--- src/hw/rtl/mtc_pkg.sv ---
// Package for the Morse timing classifier: widths, reset values, symbol codes,
// register indexes and the controller state type. No dependencies.
`timescale 1ns / 1ps
`default_nettype none

package mtc_pkg;

   localparam int COUNT_WIDTH_DEFAULT = 16;
   localparam int DOT_WIDTH           = 16;
   localparam int NOM_WIDTH           = DOT_WIDTH + 2;
   localparam int FIVE_WIDTH          = DOT_WIDTH + 3;
   localparam int RATIO_WIDTH         = 16;
   localparam int FRAC_BITS           = 8;
   localparam int SYMBOL_WIDTH        = 3;
   localparam int CSR_DATA_WIDTH      = 32;
   localparam int CSR_ADDR_WIDTH      = 3;
   localparam int CSR_INDEX_WIDTH     = 1;

   localparam logic [DOT_WIDTH-1:0]  DOT_RESET       = 16'd60;
   localparam logic [NOM_WIDTH-1:0]  THREE_DOT_RESET = 18'd180;
   localparam logic [FIVE_WIDTH-1:0] FIVE_DOT_RESET  = 19'd300;

   localparam logic [CSR_INDEX_WIDTH-1:0] CSR_DOT_TICKS = 1'b0;

   localparam logic [SYMBOL_WIDTH-1:0] SYM_DOT          = 3'd0;
   localparam logic [SYMBOL_WIDTH-1:0] SYM_DASH         = 3'd1;
   localparam logic [SYMBOL_WIDTH-1:0] SYM_DOT_SPACE    = 3'd2;
   localparam logic [SYMBOL_WIDTH-1:0] SYM_LETTER_SPACE = 3'd3;
   localparam logic [SYMBOL_WIDTH-1:0] SYM_WORD_SPACE   = 3'd4;

   typedef enum logic [1:0] {
      ST_IDLE,
      ST_DIVIDE,
      ST_HOLD
   } state_type;

endpackage : mtc_pkg

`default_nettype wire

--- src/hw/rtl/mtc_serial_divider.sv ---
// Bit-serial restoring divider that forms floor(d * 256 / nominal), saturated
// to 16 bits. One quotient bit per cycle. Depends on mtc_pkg.
`timescale 1ns / 1ps
`default_nettype none

module mtc_serial_divider #(
   parameter int COUNT_WIDTH = mtc_pkg::COUNT_WIDTH_DEFAULT
) (
   input  logic                              clock,
   input  logic                              reset,
   input  logic                              start,
   input  logic [COUNT_WIDTH-1:0]            dividend,
   input  logic [mtc_pkg::NOM_WIDTH-1:0]     divisor,
   output logic                              done,
   output logic [mtc_pkg::RATIO_WIDTH-1:0]   ratio
);
   import mtc_pkg::*;

   localparam int NUM_W = COUNT_WIDTH + FRAC_BITS;
   localparam int CNT_W = $clog2(NUM_W);
   localparam logic [CNT_W-1:0] LAST_STEP = CNT_W'(NUM_W - 1);

   logic                   busy_ff, busy_in;
   logic                   done_ff, done_in;
   logic [CNT_W-1:0]       count_ff, count_in;
   logic [NUM_W-1:0]       num_ff, num_in;
   logic [NOM_WIDTH-1:0]   div_ff, div_in;
   logic [NOM_WIDTH-1:0]   rem_ff, rem_in;
   logic [RATIO_WIDTH-1:0] quo_ff, quo_in;
   logic                   ovf_ff, ovf_in;

   logic [NOM_WIDTH:0]     trial;
   logic [NOM_WIDTH:0]     diff;
   logic                   fits;

   always_comb begin
      trial = {rem_ff, num_ff[NUM_W-1]};
      diff  = trial - {1'b0, div_ff};
      fits  = (trial >= {1'b0, div_ff});

      busy_in  = busy_ff;
      done_in  = 1'b0;
      count_in = count_ff;
      num_in   = num_ff;
      div_in   = div_ff;
      rem_in   = rem_ff;
      quo_in   = quo_ff;
      ovf_in   = ovf_ff;

      if (start) begin
         busy_in  = 1'b1;
         count_in = '0;
         num_in   = {dividend, {FRAC_BITS{1'b0}}};
         div_in   = divisor;
         rem_in   = '0;
         quo_in   = '0;
         ovf_in   = 1'b0;
      end else if (busy_ff) begin
         num_in   = {num_ff[NUM_W-2:0], 1'b0};
         rem_in   = fits ? diff[NOM_WIDTH-1:0] : trial[NOM_WIDTH-1:0];
         quo_in   = {quo_ff[RATIO_WIDTH-2:0], fits};
         ovf_in   = ovf_ff | quo_ff[RATIO_WIDTH-1];
         count_in = count_ff + 1'b1;
         if (count_ff == LAST_STEP) begin
            busy_in = 1'b0;
            done_in = 1'b1;
         end
      end
   end

   always_ff @(posedge clock) begin
      if (reset) begin
         busy_ff  <= 1'b0;
         done_ff  <= 1'b0;
         count_ff <= '0;
      end else begin
         busy_ff  <= busy_in;
         done_ff  <= done_in;
         count_ff <= count_in;
      end
   end

   always_ff @(posedge clock) begin
      num_ff <= num_in;
      div_ff <= div_in;
      rem_ff <= rem_in;
      quo_ff <= quo_in;
      ovf_ff <= ovf_in;
   end

   assign done  = done_ff;
   assign ratio = ovf_ff ? {RATIO_WIDTH{1'b1}} : quo_ff;

endmodule : mtc_serial_divider

`default_nettype wire

--- src/hw/rtl/morse_timing_classifier_unit.sv ---
// Top level of the Morse timing classifier: tick counter, symbol classifier,
// configuration registers and result register. Depends on mtc_pkg and
// mtc_serial_divider.
//
//   Channel   Ports          Direction  Carries
//   request   req_*          in         one key sample per millisecond tick
//   response  rsp_*          out        symbol and Q8.8 length ratio
//   csr       csr_p*         in/out     APB-style access to dot_ticks
//
// A tick without a level change, or the first change, does not use the divider.
// A change that ends a timed run holds req_ready low until the bit-serial
// divider forming the ratio is done and the result is written.
// Reset is synchronous and active high; dot_ticks returns to 60.
// A result waits in the output register; new ticks are still taken then, and
// only a finished division stalls until that register frees.
`timescale 1ns / 1ps
`default_nettype none

module morse_timing_classifier_unit #(
   parameter int COUNT_WIDTH = mtc_pkg::COUNT_WIDTH_DEFAULT
) (
   input  logic                                 clock,
   input  logic                                 reset,
   input  logic                                 req_valid,
   output logic                                 req_ready,
   input  logic                                 req_key_on,
   output logic                                 rsp_valid,
   input  logic                                 rsp_ready,
   output logic [mtc_pkg::SYMBOL_WIDTH-1:0]     rsp_symbol,
   output logic [mtc_pkg::RATIO_WIDTH-1:0]      rsp_length_ratio,
   input  logic                                 csr_psel,
   input  logic                                 csr_penable,
   input  logic                                 csr_pwrite,
   input  logic [mtc_pkg::CSR_ADDR_WIDTH-1:0]   csr_paddr,
   input  logic [mtc_pkg::CSR_DATA_WIDTH-1:0]   csr_pwdata,
   output logic [mtc_pkg::CSR_DATA_WIDTH-1:0]   csr_prdata,
   output logic                                 csr_pready
);
   import mtc_pkg::*;

   localparam int CMP_W = (COUNT_WIDTH > FIVE_WIDTH) ? COUNT_WIDTH : FIVE_WIDTH;

   state_type               state_ff, state_in;

   logic [DOT_WIDTH-1:0]    dot_ff, dot_in;
   logic [NOM_WIDTH-1:0]    three_ff, three_in;
   logic [FIVE_WIDTH-1:0]   five_ff, five_in;

   logic                    key_level_ff, key_level_in;
   logic                    edge_seen_ff, edge_seen_in;
   logic [COUNT_WIDTH-1:0]  run_ff, run_in;

   logic [SYMBOL_WIDTH-1:0] sym_pend_ff, sym_pend_in;
   logic                    rsp_valid_ff, rsp_valid_in;
   logic [SYMBOL_WIDTH-1:0] rsp_symbol_ff, rsp_symbol_in;
   logic [RATIO_WIDTH-1:0]  rsp_ratio_ff, rsp_ratio_in;

   logic                    csr_write;
   logic [CSR_INDEX_WIDTH-1:0] csr_index;
   logic                    req_fire;
   logic [COUNT_WIDTH-1:0]  run_inc;
   logic [CMP_W-1:0]        d_ext;
   logic [CMP_W-1:0]        two_ext;
   logic [CMP_W-1:0]        five_ext;
   logic [SYMBOL_WIDTH-1:0] sym;
   logic [NOM_WIDTH-1:0]    nominal;
   logic                    div_start;
   logic                    div_done;
   logic [RATIO_WIDTH-1:0]  div_ratio;
   logic                    out_free;

   assign csr_index  = csr_paddr[CSR_ADDR_WIDTH-1:2];
   assign csr_write  = csr_psel & csr_penable & csr_pwrite & csr_pready;
   assign csr_pready = 1'b1;
   assign csr_prdata = (csr_index == CSR_DOT_TICKS)
                       ? {{(CSR_DATA_WIDTH-DOT_WIDTH){1'b0}}, dot_ff} : '0;

   assign req_ready = (state_ff == ST_IDLE);
   assign req_fire  = req_valid & req_ready;
   assign out_free  = ~rsp_valid_ff | rsp_ready;

   always_comb begin
      run_inc  = (run_ff == {COUNT_WIDTH{1'b1}}) ? run_ff : run_ff + 1'b1;
      d_ext    = CMP_W'(run_inc);
      two_ext  = CMP_W'({dot_ff, 1'b0});
      five_ext = CMP_W'(five_ff);

      if (!req_key_on) begin
         if (d_ext > two_ext) begin
            sym     = SYM_DASH;
            nominal = three_ff;
         end else begin
            sym     = SYM_DOT;
            nominal = NOM_WIDTH'(dot_ff);
         end
      end else begin
         if (d_ext < two_ext) begin
            sym     = SYM_DOT_SPACE;
            nominal = NOM_WIDTH'(dot_ff);
         end else if (d_ext < five_ext) begin
            sym     = SYM_LETTER_SPACE;
            nominal = three_ff;
         end else begin
            sym     = SYM_WORD_SPACE;
            nominal = three_ff;
         end
      end
   end

   always_comb begin
      dot_in   = dot_ff;
      three_in = three_ff;
      five_in  = five_ff;
      if (csr_write && csr_index == CSR_DOT_TICKS) begin
         dot_in   = csr_pwdata[DOT_WIDTH-1:0];
         three_in = NOM_WIDTH'({csr_pwdata[DOT_WIDTH-1:0], 1'b0})
                    + NOM_WIDTH'(csr_pwdata[DOT_WIDTH-1:0]);
         five_in  = FIVE_WIDTH'({csr_pwdata[DOT_WIDTH-1:0], 2'b00})
                    + FIVE_WIDTH'(csr_pwdata[DOT_WIDTH-1:0]);
      end
   end

   always_comb begin
      state_in      = state_ff;
      key_level_in  = key_level_ff;
      edge_seen_in  = edge_seen_ff;
      run_in        = run_ff;
      sym_pend_in   = sym_pend_ff;
      div_start     = 1'b0;
      rsp_valid_in  = rsp_valid_ff & ~rsp_ready;
      rsp_symbol_in = rsp_symbol_ff;
      rsp_ratio_in  = rsp_ratio_ff;

      unique case (state_ff)
         ST_IDLE: begin
            if (req_fire) begin
               if (req_key_on != key_level_ff) begin
                  run_in       = '0;
                  key_level_in = req_key_on;
                  edge_seen_in = 1'b1;
                  if (edge_seen_ff) begin
                     sym_pend_in = sym;
                     div_start   = 1'b1;
                     state_in    = ST_DIVIDE;
                  end
               end else begin
                  run_in = run_inc;
               end
            end
         end
         ST_DIVIDE: begin
            if (div_done) begin
               if (out_free) begin
                  rsp_valid_in  = 1'b1;
                  rsp_symbol_in = sym_pend_ff;
                  rsp_ratio_in  = div_ratio;
                  state_in      = ST_IDLE;
               end else begin
                  state_in = ST_HOLD;
               end
            end
         end
         ST_HOLD: begin
            if (out_free) begin
               rsp_valid_in  = 1'b1;
               rsp_symbol_in = sym_pend_ff;
               rsp_ratio_in  = div_ratio;
               state_in      = ST_IDLE;
            end
         end
         default: begin
            state_in = ST_IDLE;
         end
      endcase
   end

   always_ff @(posedge clock) begin
      if (reset) begin
         state_ff     <= ST_IDLE;
         dot_ff       <= DOT_RESET;
         three_ff     <= THREE_DOT_RESET;
         five_ff      <= FIVE_DOT_RESET;
         key_level_ff <= 1'b0;
         edge_seen_ff <= 1'b0;
         run_ff       <= '0;
         rsp_valid_ff <= 1'b0;
      end else begin
         state_ff     <= state_in;
         dot_ff       <= dot_in;
         three_ff     <= three_in;
         five_ff      <= five_in;
         key_level_ff <= key_level_in;
         edge_seen_ff <= edge_seen_in;
         run_ff       <= run_in;
         rsp_valid_ff <= rsp_valid_in;
      end
   end

   always_ff @(posedge clock) begin
      sym_pend_ff   <= sym_pend_in;
      rsp_symbol_ff <= rsp_symbol_in;
      rsp_ratio_ff  <= rsp_ratio_in;
   end

   mtc_serial_divider #(
      .COUNT_WIDTH (COUNT_WIDTH)
   ) u_divider (
      .clock    (clock),
      .reset    (reset),
      .start    (div_start),
      .dividend (run_inc),
      .divisor  (nominal),
      .done     (div_done),
      .ratio    (div_ratio)
   );

   assign rsp_valid        = rsp_valid_ff;
   assign rsp_symbol       = rsp_symbol_ff;
   assign rsp_length_ratio = rsp_ratio_ff;

endmodule : morse_timing_classifier_unit

`default_nettype wire
--- config.mk ---
export PLATFORM = sky130hd
export DESIGN_NAME = morse_timing_classifier_unit
export DESIGN_NICKNAME = d
export VERILOG_FILES = /design/src/hw/rtl/mtc_pkg.sv /design/src/hw/rtl/mtc_serial_divider.sv /design/src/hw/rtl/morse_timing_classifier_unit.sv
export SDC_FILE = /design/constraint.sdc
export NUM_CORES = 1
export LEC_CHECK = 0
export ABC_AREA = 1
export BUFFER_PORTS_ARGS = -buffer_cell sky130_fd_sc_hd__buf_2
export CORE_MARGIN = 2
export CORE_UTILIZATION = 30
export DETAILED_ROUTE_END_ITERATION = 8
export PLACE_DENSITY = 0.53
export SETUP_SLACK_MARGIN = 0.4
export SYNTH_ARGS = -nofsm -noshare
export SYNTH_HDL_FRONTEND = slang
export SYNTH_SLANG_ARGS = --single-unit
--- constraint.sdc ---
create_clock -name clock -period 3 [get_ports clock]
set_input_delay 0.15 -clock clock [delete_from_list [all_inputs] [get_ports clock]]
set_output_delay 0.15 -clock clock [all_outputs]
set_load 0.005 [all_outputs]
==> results by group <==
Status
  – Outcome: completed

Global routing
  – Initial antenna violation count: 0
  – First-pass GRT wire length: 47.2 mm
  – Number of global-route vias before repair: between 8k and 9k
  – GRT Total Usage: 16.4%
  – Largest net degree at the start of global routing: 50
  – Global route overflow: 0

Place
  – Post-DP HPWL: 22.0 mm
  – Count of buffers from port buffering: 61
  – Placer Congestion: 0.867
  – Post-placement setup slack: -0.00815 ns
  – DP Cell Count: 1965
  – DP Area: between 10000 and 15000 sq um

Die
  – Die ar.: 36800 sq um
  – Die Span Y: 192 um
  – DIE WIDTH: 192 um
  – Core area: 34600 sq um
  – FP Rows: just under 70
  – Starting Density: 30.6%
  – # IOs: between 90 and 100

Clock network
  – Clock transition at path regs: 0.07 ns
  – Inserted Clock Buffers: 17
  – CTS tree: yes
  – Clock net sink count: 169
  – CTS Buffer Depth: 2
  – Root Driver: clkbuf_16
  – Hold_buf cts: 0
  – Clock latency on the worst-skew pair: 0.44 ns
  – CTS H-Tree Depth: 4

Pwr
  – Power Density: 638 nW/um^2
  – Static leakage: 5.92 nW
  – Maximum vdd drop: 0.449 mV
  – Overall Power: 8.05 mW

Synthesis
  – Gate Count Post-Synth: 1449
  – Async set-or-reset flop fraction in the synthesized netlist: 0%
  – Yosys warnings: 0
  – Number of synthesized flops with an enable pin: 56
  – Mean Syn Cell Area: roughly 7.3 sq um
  – Yosys cell types: 47
  – Area leader, netlist: dfxtp_1
  – Synthesized flop and latch total: 169
  – Synth area leaders: dfxtp_1 21%, edfxtp_1 16%, nand2_1 12%
  – Synth top area share: around a fifth
  – Sequential area share after synthesis: a little under two fifths
  – Post-synth design cell area: 10600 sq um
  – Most frequent cell after synthesis: nand2_1
  – Main synth FF type: dfxtp_1
  – Post-synth top cells: 329 x nand2_1, 197 x inv_1, 162 x nor2_1, 117 x a21oi_1, 113 x dfxtp_1

Drt
  – Initial DRC Count: between 500 and 600
  – Pre-Repair DR Iteration Count: 5
  – Post-DR wirelength/cell: 14.6 um
  – Vias/cell: 4.68
  – DRT antenna net count: 0
  – DRT Wirelength: 29.4 mm
  – Detailed-route DRC error count: 0
  – Via count: ~9.4k

Finish
  – FF+latch area: slightly below 4000 sq um
  – Share of cells above drive strength 1: 15.7%
  – Design area: 12600 sq um
  – N_diodes: 0
  – Fillers: 3639
  – # nets final: 1675
  – Layout area overhead: 19.2%
  – Finished Layout Cells: 2014
  – Multi-input logic area: 5940 sq um

Timing
  – Layout Skew: 0.00906 ns
  – Setup TNS: 0 ns
  – Slew Viols, Final: 0
  – Final Cycle Share: 94.5%
  – Max Freq: roughly 350 MHz
  – Setup ws final: between 0.15 and 0.2 ns
  – Min Tclk post-route: about 2.8 ns
  – Endpoints failing setup: 0
  – Rel. slew slack: 52.5%
  – Final hold vios: 0
  – Slew @ Worst Pin: 0.711 ns
  – Unrepaired setup endpoints after global routing: yes

Critical path
  – Setup crit end: u_divider.div_ff[11]$_DFFE_PP_
  – Reg-to-reg critical path endpoint: u_divider.div_ff[11]$_DFFE_PP_
  – Worst Path Required: 3.20 ns
  – R2R depth: 14
  – Worst r2r src: run_ff[1]$_SDFFE_PP0P_
  – Crit start category: flip-flop
  – Setup slack, reg-to-reg: between 0.15 and 0.2 ns
  – CP arrival: slightly above 3 ns
  – Max Fanout on Critical Path: 24
  – Critical path endpoint category: flip-flop
  – Critical path class: reg2reg
  – Start point of the critical path: run_ff[1]$_SDFFE_PP0P_

Worst hold path
  – Hold Crit Class: in2reg

Run
  – Maximum capacitance violations: 0
[worst max-delay path: stages, from the launching register on]
cell     delay (ns)
dfxtp_4        0.35
ha_4           0.17
nand3_2        0.11
nor3_4         0.05
nand2_2        0.06
buf_4          0.28
nand2_1        0.17
ha_1           0.35
nand4_1        0.16
nor4_4         0.22
nand4_4        0.23
nand2_8        0.18
nand2_8        0.09
nor2_2         0.10
nor2_1         0.06
[per-stage QoR]
step           util (%)  hold WS, ns
6_report           36.4       0.0503
5_1_grt            36.4       0.0534
4_1_cts            36.2       0.0256
3_5_place_dp       33.4        0.464
3_3_place_gp       33.4        0.458
2_1_floorplan         -        0.280
[power by group]
part	total (mW)	leakage [nW]	switching [mW]	internal, mW
sequential	3.06	1.44	0.176	2.88
combinational	2.60	4.17	1.66	0.936
clock	2.40	0.308	1.03	1.36
[sequential cells by signal, indices dropped and copies added (netlist names), 2 cells and up]
name and flops:
dot_ff 16, five_ext 17, rsp_length_ratio 16, rsp_symbol 3
run_ff 16, state_ff 2, sym_pend_ff 3, three_ff 17
u_divider.count_ff 5, u_divider.div_ff 18, u_divider.num_ff 16, u_divider.quo_ff 16
u_divider.rem_ff 18
[cells by family (layout without fill, tap and decap cells)]
group,after synthesis,in the layout,synth area share [%]
buffers and inverters,261,353,10.2
other,2,17,0.0709
adders and majority gates,86,86,10.4
and+or+nand+nor,650,652,26.2
AOI/OAI and AO/OA,242,243,12.6
xor gates and xnor gates,39,39,3.23
DFF,169,169,37.3
[cell type report]
class                      count  area share, %
timing repair buffer         120           6.09
multi-input combinational   1037           47.1
tap                          455           4.51
clock inverter                13           1.44
sequential                   169           31.4
inverter                     201           5.98
clock buffer                  19           3.51
[repair_timing]
action                                  in CTS  in global routing
endpoints found under the setup margin      20                 20
resized for setup                           41                 19
gates cloned                                 2                  1
setup buffers                               12                  2
pin swaps                                   16                  6
[metal layers]
metal / share of wire (%) / wire length [um] / global-route usage, %
met4: 1.8 / 537 / 5.00
met2: 47 / 13700 / 27.0
met3: 3.8 / 1120 / 2.06
met1: 48 / 14100 / 22.3
met5: 0 / 0 / 0
[cells in the final DEF (no fill, tap or decap), types with 4 or more instances in the layout]
cell and n:
nand2_1 320, inv_1 194, nor2_1 157, a21oi_1 113, dfxtp_1 103, ha_1 78, nand3_1 69, o21ai_0 64
buf_2 61, buf_4 56, edfxtp_1 56, nand4_1 30, xor2_1 24, nand2_2 22, conb_1 17, clkbuf_16 17
o22ai_1 15, a31oi_1 13, xnor2_1 11, nor3_1 10, o21ai_2 9, nor2_2 8, o211ai_1 8, dfxtp_2 8
inv_2 5, nand3b_1 5, ha_4 5, a21oi_2 4, xor2_2 4, nand2_8 4
[how the worst min path moves through the flow]
stage	endpoint	cells after the start	slack (ns)	from
2_1_floorplan	dot_ff[2]$_SDFFE_PP1P_	2	0.28	csr_pwdata[2]
3_3_place_gp	five_ext[18]$_SDFFE_PP0P_	2	0.46	five_ext[18]$_SDFFE_PP0P_
3_5_place_dp	five_ext[18]$_SDFFE_PP0P_	2	0.46	five_ext[18]$_SDFFE_PP0P_
4_1_cts	dot_ff[4]$_SDFFE_PP1P_	3	0.03	csr_pwdata[4]
5_1_grt	dot_ff[4]$_SDFFE_PP1P_	3	0.05	csr_pwdata[4]
6_report	dot_ff[4]$_SDFFE_PP1P_	3	0.05	csr_pwdata[4]
Note: power is estimated with default switching activity, not from simulation.
